$ cat config.mk
export PLATFORM = sky130hd
export DESIGN_NAME = lba_to_chs_packer
export DESIGN_NICKNAME = d
export VERILOG_FILES = /design/src/rtl/core/lba_chs_pkg.sv /design/src/rtl/core/lba_chs_div.sv /design/src/rtl/core/lba_chs_skid.sv /design/src/rtl/core/lba_to_chs_packer.sv
export SDC_FILE = /design/constraint.sdc
export NUM_CORES = 2
export LEC_CHECK = 0
export ABC_AREA = 1
export ABC_CLOCK_PERIOD_IN_PS = 69400
export BUFFER_PORTS_ARGS = -buffer_cell sky130_fd_sc_hd__clkbuf_2
export CAP_MARGIN = 10
export CORE_MARGIN = 1
export CORE_UTILIZATION = 40
export CTS_CLUSTER_DIAMETER = 120
export DETAILED_ROUTE_END_ITERATION = 7
export PLACE_DENSITY = 0.53
export SLEW_MARGIN = 20
export SYNTH_ARGS = -nofsm -noshare
export SYNTH_HDL_FRONTEND = slang
export SYNTH_SLANG_ARGS = --single-unit
$ cat constraint.sdc
create_clock -name clk -period 69.4 [get_ports clk]
set_input_delay 6.94 -clock clk [delete_from_list [all_inputs] [get_ports clk]]
set_output_delay 6.94 -clock clk [all_outputs]
set_load 0.02 [all_outputs]
$ cat src/rtl/core/lba_chs_pkg.sv
// ----------------------------------------------------------------------------
// lba_chs_pkg
// Shared types and constants for the LBA to CHS packer: register map,
// reset values, field widths and the packed result layout.
// ----------------------------------------------------------------------------
package lba_chs_pkg;

  // Register map (word index on the APB port)
  localparam logic [1:0] REG_SECTORS_PER_TRACK = 2'd0;
  localparam logic [1:0] REG_HEAD_COUNT        = 2'd1;
  localparam logic [1:0] REG_FILL_ON_OVERFLOW  = 2'd2;

  localparam int APB_ADDR_W = 4;
  localparam int APB_DATA_W = 32;

  localparam int SPT_W   = 6;
  localparam int HEADS_W = 8;

  localparam logic [SPT_W-1:0]   SPT_RESET   = 6'd63;
  localparam logic [HEADS_W-1:0] HEADS_RESET = 8'd255;

  localparam int ADDR_FIELD_W         = 32;
  localparam int ADDRESS_BITS_DEFAULT = 32;

  // Quotient bits resolved in each divider stage
  localparam int DIV_BITS_PER_STAGE = 4;

  localparam int CYL_W = 10;
  localparam logic [CYL_W-1:0] CYL_LIMIT     = 10'h3ff;
  localparam logic [CYL_W-1:0] CYL_CLIPPED   = 10'h3fe;
  localparam logic [7:0]       CYL_HIGH_MASK = 8'hc0;

  typedef struct packed {
    logic [7:0] sector_byte;
    logic [7:0] head_number;
    logic [7:0] cylinder_low;
  } chs_t;

  localparam int CHS_W = $bits(chs_t);

endpackage

$ cat src/rtl/core/lba_chs_div.sv
// ----------------------------------------------------------------------------
// lba_chs_div
// Pipelined restoring divider. Each stage resolves a few quotient bits;
// divisor and sideband travel with the partial result. One item per cycle while en is high.
// ----------------------------------------------------------------------------
module lba_chs_div #(
  parameter int DW  = 32,
  parameter int VW  = 6,
  parameter int SW  = 1,
  parameter int BPS = lba_chs_pkg::DIV_BITS_PER_STAGE
) (
  input  logic          clk,
  input  logic          rst,
  input  logic          en,
  input  logic          in_valid,
  input  logic [DW-1:0] in_num,
  input  logic [VW-1:0] in_den,
  input  logic [SW-1:0] in_side,
  output logic          out_valid,
  output logic [DW-1:0] out_quo,
  output logic [VW-1:0] out_rem,
  output logic [VW-1:0] out_den,
  output logic [SW-1:0] out_side
);

  localparam int NS = (DW + BPS - 1) / BPS;
  localparam int PW = NS * BPS;

  // a_* : stage inputs, q_* : stage registers
  logic          a_v    [NS];
  logic [VW-1:0] a_rem  [NS];
  logic [PW-1:0] a_work [NS];
  logic [VW-1:0] a_den  [NS];
  logic [SW-1:0] a_side [NS];

  logic          q_v    [NS];
  logic [VW-1:0] q_rem  [NS];
  logic [PW-1:0] q_work [NS];
  logic [VW-1:0] q_den  [NS];
  logic [SW-1:0] q_side [NS];

  logic [VW-1:0] rem_next  [NS];
  logic [PW-1:0] work_next [NS];

  for (genvar s = 0; s < NS; s++) begin : g_stage
    if (s == 0) begin : g_first
      assign a_v[s]    = in_valid;
      assign a_rem[s]  = '0;
      assign a_work[s] = PW'(in_num);
      assign a_den[s]  = in_den;
      assign a_side[s] = in_side;
    end else begin : g_rest
      assign a_v[s]    = q_v[s-1];
      assign a_rem[s]  = q_rem[s-1];
      assign a_work[s] = q_work[s-1];
      assign a_den[s]  = q_den[s-1];
      assign a_side[s] = q_side[s-1];
    end

    // Shift dividend bits into the remainder, quotient bits in at the bottom
    always_comb begin
      logic [VW-1:0] r;
      logic [PW-1:0] w;
      logic [VW:0]   t;
      r = a_rem[s];
      w = a_work[s];
      t = '0;
      for (int b = 0; b < BPS; b++) begin
        t = {r, w[PW-1]};
        w = {w[PW-2:0], 1'b0};
        if (t >= {1'b0, a_den[s]}) begin
          t    = t - {1'b0, a_den[s]};
          w[0] = 1'b1;
        end
        r = t[VW-1:0];
      end
      rem_next[s]  = r;
      work_next[s] = w;
    end

    always_ff @(posedge clk) begin
      if (rst) begin
        q_v[s] <= 1'b0;
      end else if (en) begin
        q_v[s] <= a_v[s];
      end
    end

    always_ff @(posedge clk) begin
      if (en) begin
        q_rem[s]  <= rem_next[s];
        q_work[s] <= work_next[s];
        q_den[s]  <= a_den[s];
        q_side[s] <= a_side[s];
      end
    end
  end

  assign out_valid = q_v[NS-1];
  assign out_quo   = q_work[NS-1][DW-1:0];
  assign out_rem   = q_rem[NS-1];
  assign out_den   = q_den[NS-1];
  assign out_side  = q_side[NS-1];

endmodule

$ cat src/rtl/core/lba_chs_skid.sv
// ----------------------------------------------------------------------------
// lba_chs_skid
// Output register with a skid slot. Upstream ready is registered, so the
// pipeline sees a clean enable; a stalled sink parks one transaction aside.
// ----------------------------------------------------------------------------
module lba_chs_skid #(
  parameter int W = lba_chs_pkg::CHS_W
) (
  input  logic         clk,
  input  logic         rst,
  input  logic         in_valid,
  input  logic [W-1:0] in_data,
  output logic         in_ready,
  output logic         out_valid,
  output logic [W-1:0] out_data,
  input  logic         out_ready
);

  logic         skid_valid;
  logic [W-1:0] skid_data;

  assign in_ready = !skid_valid;

  always_ff @(posedge clk) begin
    if (rst) begin
      out_valid  <= 1'b0;
      skid_valid <= 1'b0;
    end else if (skid_valid) begin
      if (out_ready) begin
        out_data   <= skid_data;
        skid_valid <= 1'b0;
      end
    end else if (in_valid) begin
      if (out_valid && !out_ready) begin
        // hold the waiting transaction, park the new one
        skid_data  <= in_data;
        skid_valid <= 1'b1;
      end else begin
        out_data  <= in_data;
        out_valid <= 1'b1;
      end
    end else if (out_ready) begin
      out_valid <= 1'b0;
    end
  end

endmodule

$ cat src/rtl/core/lba_to_chs_packer.sv
// ----------------------------------------------------------------------------
// lba_to_chs_packer
// Converts a logical block address to the packed cylinder/head/sector bytes
// of a partition table entry, with APB-programmed geometry.
// ----------------------------------------------------------------------------
// One conversion enters every cycle while s_axis_tready is high. The path from
// input transaction to result runs through a pipelined divider by sectors
// per track, a second by head count, each resolving four quotient bits per
// stage, then a packing stage and the output register. A skid slot behind
// the output register keeps s_axis_tready registered; it drops only while a
// result is parked behind a stalled sink.
// Geometry registers are to be written only while no conversion is in flight.
module lba_to_chs_packer #(
  parameter int ADDRESS_BITS = lba_chs_pkg::ADDRESS_BITS_DEFAULT
) (
  input  logic                                clk,
  input  logic                                rst,
  // APB configuration port
  input  logic                                psel,
  input  logic                                penable,
  input  logic                                pwrite,
  input  logic [lba_chs_pkg::APB_ADDR_W-1:0]  paddr,
  input  logic [lba_chs_pkg::APB_DATA_W-1:0]  pwdata,
  output logic [lba_chs_pkg::APB_DATA_W-1:0]  prdata,
  output logic                                pready,
  // input stream
  input  logic                                s_axis_tvalid,
  output logic                                s_axis_tready,
  input  logic [lba_chs_pkg::ADDR_FIELD_W-1:0] s_axis_tdata,  // [31:0] block_address
  input  logic                                s_axis_tuser,  // [0] clip_flag
  // output stream
  output logic                                m_axis_tvalid,
  input  logic                                m_axis_tready,
  // [7:0] cylinder_low, [15:8] head_number, [23:16] sector_byte
  output logic [lba_chs_pkg::CHS_W-1:0]       m_axis_tdata
);

  localparam int EW = (ADDRESS_BITS < lba_chs_pkg::ADDR_FIELD_W) ?
                      ADDRESS_BITS : lba_chs_pkg::ADDR_FIELD_W;
  localparam int SPT_W   = lba_chs_pkg::SPT_W;
  localparam int HEADS_W = lba_chs_pkg::HEADS_W;
  localparam int SIDE2_W = 1 + 2 * SPT_W;

  // Configuration registers
  logic [SPT_W-1:0]   sectors_per_track;
  logic [HEADS_W-1:0] head_count;
  logic               fill_on_overflow;
  logic               cfg_write;

  assign pready    = 1'b1;
  assign cfg_write = psel && penable && pwrite && pready;

  always_ff @(posedge clk) begin
    if (rst) begin
      sectors_per_track <= lba_chs_pkg::SPT_RESET;
      head_count        <= lba_chs_pkg::HEADS_RESET;
      fill_on_overflow  <= 1'b0;
    end else if (cfg_write) begin
      case (paddr[3:2])
        lba_chs_pkg::REG_SECTORS_PER_TRACK: sectors_per_track <= pwdata[SPT_W-1:0];
        lba_chs_pkg::REG_HEAD_COUNT:        head_count        <= pwdata[HEADS_W-1:0];
        lba_chs_pkg::REG_FILL_ON_OVERFLOW:  fill_on_overflow  <= pwdata[0];
        default: ;
      endcase
    end
  end

  always_comb begin
    case (paddr[3:2])
      lba_chs_pkg::REG_SECTORS_PER_TRACK:
        prdata = lba_chs_pkg::APB_DATA_W'(sectors_per_track);
      lba_chs_pkg::REG_HEAD_COUNT:
        prdata = lba_chs_pkg::APB_DATA_W'(head_count);
      lba_chs_pkg::REG_FILL_ON_OVERFLOW:
        prdata = lba_chs_pkg::APB_DATA_W'(fill_on_overflow);
      default:
        prdata = '0;
    endcase
  end

  // A zero divisor behaves as one
  logic [SPT_W-1:0]   spt_eff;
  logic [HEADS_W-1:0] heads_eff;

  assign spt_eff   = (sectors_per_track == '0) ? SPT_W'(1) : sectors_per_track;
  assign heads_eff = (head_count == '0) ? HEADS_W'(1) : head_count;

  logic en;
  logic in_valid;

  assign en       = s_axis_tready;
  assign in_valid = s_axis_tvalid;

  // Track = address / sectors per track
  logic             d1_valid;
  logic [EW-1:0]    d1_quo;
  logic [SPT_W-1:0] d1_rem;
  logic [SPT_W-1:0] d1_den;
  logic             d1_clip;

  lba_chs_div #(
    .DW (EW),
    .VW (SPT_W),
    .SW (1)
  ) u_div_track (
    .clk      (clk),
    .rst      (rst),
    .en       (en),
    .in_valid (in_valid),
    .in_num   (s_axis_tdata[EW-1:0]),
    .in_den   (spt_eff),
    .in_side  (s_axis_tuser),
    .out_valid(d1_valid),
    .out_quo  (d1_quo),
    .out_rem  (d1_rem),
    .out_den  (d1_den),
    .out_side (d1_clip)
  );

  // Cylinder = track / heads, head = track % heads
  logic               d2_valid;
  logic [EW-1:0]      d2_quo;
  logic [HEADS_W-1:0] d2_rem;
  logic [HEADS_W-1:0] d2_den;
  logic [SIDE2_W-1:0] d2_side;
  logic               d2_clip;
  logic [SPT_W-1:0]   d2_sec_rem;
  logic [SPT_W-1:0]   d2_spt;

  lba_chs_div #(
    .DW (EW),
    .VW (HEADS_W),
    .SW (SIDE2_W)
  ) u_div_cyl (
    .clk      (clk),
    .rst      (rst),
    .en       (en),
    .in_valid (d1_valid),
    .in_num   (d1_quo),
    .in_den   (heads_eff),
    .in_side  ({d1_clip, d1_rem, d1_den}),
    .out_valid(d2_valid),
    .out_quo  (d2_quo),
    .out_rem  (d2_rem),
    .out_den  (d2_den),
    .out_side (d2_side)
  );

  assign {d2_clip, d2_sec_rem, d2_spt} = d2_side;

  // Saturate and pack
  logic                          over;
  logic [lba_chs_pkg::CYL_W-1:0] cyl;
  logic [SPT_W-1:0]              sector;
  logic [HEADS_W-1:0]            head;
  lba_chs_pkg::chs_t             pack_next;

  always_comb begin
    over   = d2_quo > EW'(lba_chs_pkg::CYL_LIMIT);
    cyl    = d2_quo[lba_chs_pkg::CYL_W-1:0];
    sector = d2_sec_rem + SPT_W'(1);
    head   = d2_rem;
    if (over) begin
      cyl = d2_clip ? lba_chs_pkg::CYL_CLIPPED : lba_chs_pkg::CYL_LIMIT;
      if (fill_on_overflow) begin
        sector = d2_spt;
        head   = d2_den - HEADS_W'(1);
      end
    end
    pack_next.cylinder_low = cyl[7:0];
    pack_next.head_number  = head;
    pack_next.sector_byte  = (8'(sector) & ~lba_chs_pkg::CYL_HIGH_MASK)
                           | ({cyl[9:8], 6'b0} & lba_chs_pkg::CYL_HIGH_MASK);
  end

  logic              pack_valid;
  lba_chs_pkg::chs_t pack_data;

  always_ff @(posedge clk) begin
    if (rst) begin
      pack_valid <= 1'b0;
    end else if (en) begin
      pack_valid <= d2_valid;
    end
  end

  always_ff @(posedge clk) begin
    if (en) begin
      pack_data <= pack_next;
    end
  end

  lba_chs_skid #(
    .W (lba_chs_pkg::CHS_W)
  ) u_skid (
    .clk      (clk),
    .rst      (rst),
    .in_valid (pack_valid),
    .in_data  (pack_data),
    .in_ready (s_axis_tready),
    .out_valid(m_axis_tvalid),
    .out_data (m_axis_tdata),
    .out_ready(m_axis_tready)
  );

  // Sector field of every result is one-based
  a_sector_nonzero: assert property (@(posedge clk) disable iff (rst)
    m_axis_tvalid |-> m_axis_tdata[21:16] != 6'd0)
    else $error("result carries sector zero");

  // The pipeline only stops behind a stalled sink
  a_stall_cause: assert property (@(posedge clk) disable iff (rst)
    !s_axis_tready |-> $past(m_axis_tvalid && !m_axis_tready))
    else $error("input stalled without an output stall");

  // The skid slot fills only from a finished conversion
  a_skid_source: assert property (@(posedge clk) disable iff (rst)
    $fell(s_axis_tready) |-> $past(pack_valid))
    else $error("skid slot filled without a packed result");

endmodule
==> flow_metrics.tcl <==
set metrics [dict create \
    ir_drop_mv 0.0244 \
    setup.worst_path.start_class "primary input" \
    core_sq_um 134000 \
    hold_violations 0 \
    dr.pass1.iters 5 \
    crit_top_cell "clkbuf_2" \
    io_pins 135 \
    whs_ns 0.403 \
    grt_pass1_vias 34300 \
    synthSimpleGateAreaFrac 0.183 \
    crit_chain "clkbuf_2, inv_1, nor2_1, clkinv_1, o221ai_1, clkbuf_2" \
    grt_pass1_wl_um 173000 \
    layout-drive-gt1-share 0.0851 \
    cp_max_fo 9 \
    critical-path-slowest-cell "clkinv_1" \
    vias_per_cell 4.85 \
    synth.area.mux_share 0 \
    synthAdderAreaFrac 0.124 \
    hold_buffers 0 \
    synth_compound_area_frac 0.0718 \
    grt_usage 0.153 \
    fillCellCount 12600 \
    post-route-util 0.448 \
    die_y_um 371 \
    fmax_mhz 67.8 \
    cts_resized 0 \
    port_buffers 83 \
    netlist_area_sq_um 54400 \
    synthXorXnorAreaFrac 0.0406 \
    worstHoldPathType "register to register" \
    drc 0 \
    p_leak_nw 28.3 \
    syn_to_final_growth_pct 10.6 \
    final_nets 6129 \
    tritoncts "yes" \
    worstPathArrival_ns 7.82 \
    post_synth_num_cell_types 64 \
    cp.buffers_inverters 4 \
    max_stage_delay_ns 0.22 \
    cts_setup_buffers 0 \
    start_util 0.405 \
    synth-edff-count 936 \
    avgSynthCellArea_sq_um 10.1 \
    dpl_cell_area_sq_um 56800 \
    synth-async-reset-ratio 0 \
    synth_top_family_by_area "simple AND/OR/NAND/NOR gates" \
    post_drt_wl_per_cell_um 14.1 \
    status "completed" \
    finalPower_mw 2.57 \
    wl_um 104000 \
    slew_viol_final 0 \
    slew_headroom 0.341 \
    synth_top_area_cell "edfxtp_1" \
    synth_most_common_cell "nand2_1" \
    ys_top_cells_by_area "edfxtp_1 52%, ha_1 10%, nand2_1 9.3%" \
    rsz0062_at_grt "no" \
    tightest_slew_ns 0.989 \
    antenna_left 0 \
    yosysWarnings 0 \
    die-area_sq_um 138000 \
    yosys-top-cells-count "1347 x nand2_1, 936 x edfxtp_1, 690 x inv_1" \
    h-tree-depth 3 \
    hpwlAfterDp_um 76800 \
    r2r_slack_ns 61.08 \
    cts.path.max_buffers 3 \
    synthFlopType "edfxtp_1" \
    cap_violations 0 \
    antenna_found_initial 3 \
    drt_iter0_markers 2275 \
    num_vias 35900 \
    yosysTopAreaCellShare 0.516 \
    rows 134 \
    netlist_instances 5392 \
    cts_inserted_buffers 106 \
    grt_max_degree 81 \
    die_w_um 371 \
    gp_congestion 0.864 \
    design_area_sq_um 60200 \
    period_minus_slack_ns 14.76 \
    period_share 0.213 \
    clk_pin_slew_ns 0.06 \
    critical_path_required_ns 62.46 \
    ys_seq_area_frac 0.523 \
    crit_path_end_kind "primary output" \
    finalSetupViolations 0 \
    skew_ns 0.0247 \
    cts.sink_count 954 \
    cts-root-buf "clkbuf_16" \
    worstSetupPathType "primary input to primary output" \
    finalSetupTns_ns 0 \
    worst_skew_pair.late_latency_ns 0.72 \
    synth_seq_cells 954 \
    crit_family "buffers and inverters" \
    grt-ovfl-total 0 \
    cellPowerDensity_nw_per_um2 42.7 \
]
-- path summary, 6_finish.rpt --
path,startpoint,end,depth (start not counted)
min reg2reg,u_div_cyl.q_work[1][47]$_DFFE_PN_,u_div_cyl.q_work[1][83]$_DFFE_PN_,0
max,paddr[2],prdata[0],6
max reg2reg,head_count[1]$_SDFFE_PP1P_,u_div_cyl.q_rem[0][7]$_DFFE_PN_,40
min,u_div_cyl.q_work[1][47]$_DFFE_PN_,u_div_cyl.q_work[1][83]$_DFFE_PN_,0
-- layout make-up --
class	count	area, sq um	area share
diodes	1	2.50	0.0000416
clock buffers	134	2820	0.0468
clock inverters	63	581	0.00964
inverters	714	2690	0.0447
multi-input cells	3678	22900	0.381
flip-flops and latches	954	28500	0.473
well taps	1768	2210	0.0367
repair buffers	97	520	0.00864
-- registers in the layout (all words and copies together) (netlist names), 24 cells and up --
signal	count
pack_data	24
u_div_cyl.q_den	64
u_div_cyl.q_rem	64
u_div_cyl.q_side	104
u_div_cyl.q_work	256
u_div_track.q_den	48
u_div_track.q_rem	48
u_div_track.q_work	256
u_skid.out_data	24
u_skid.skid_data	24
-- metal layers --
metal,routed length [um],part of all wire,up-vias,GRT usage
met1,53000,0.51,16600,0.222
met2,45300,0.43,506,0.237
met4,1900,0.018,2,0.0412
met3,4090,0.039,132,0.0238
met5,13,0.00012,-,0
li1,-,-,18700,-
-- cells by family (layout without fill, tap and decap cells) --
group	Yosys count	after routing
AO/OA/AOI/OAI	666	666
adder cells (fa/ha/maj)	502	502
XOR/XNOR	252	252
other	2	26
AND/OR/NAND/NOR	2233	2233
flip-flops	954	954
buffers and inverters	783	1008
-- report_power, final --
| group | total [mW] | switching [mW] | internal, mW |
|---|---|---|---|
| logic | 1.16 | 0.742 | 0.420 |
| clock network | 0.544 | 0.233 | 0.312 |
| registers | 0.867 | 0.0459 | 0.821 |
| total | 2.57 | 1.02 | 1.55 |
-- placed cells by master, fill, tap and decap left out, drive strengths merged, types with 6 or more instances in the layout --
cell type	synthesis	final
nand2	1384	1384
edfxtp	936	936
inv	709	716
ha	440	440
nand3	377	377
a21oi	311	311
nor2	257	257
clkbuf	21	217
o21ai	215	215
xor2	168	168
xnor2	84	84
nand4	84	84
fa	62	62
or2	51	51
nor3	44	44
clkinv	5	44
o211ai	31	31
o21a	26	26
conb	2	25
o21bai	22	22
nand3b	20	20
a21o	18	18
dfxtp	18	18
a31oi	16	16
buf	48	14
clkinvlp	0	11
nor4	8	8
o22ai	6	6
a221oi	6	6
bufinv	0	6
a21boi	6	6
-- per-stage QoR --
step / worst slack [ns] / instances
2_1_floorplan: 38.06 / 5415
3_3_place_gp: 54.66 / 7211
3_5_place_dp: 54.64 / 7211
4_1_cts: 54.63 / 7408
5_1_grt: 54.53 / 7408
6_report: 54.64 / 7409
(Power assumes the default switching activity.)
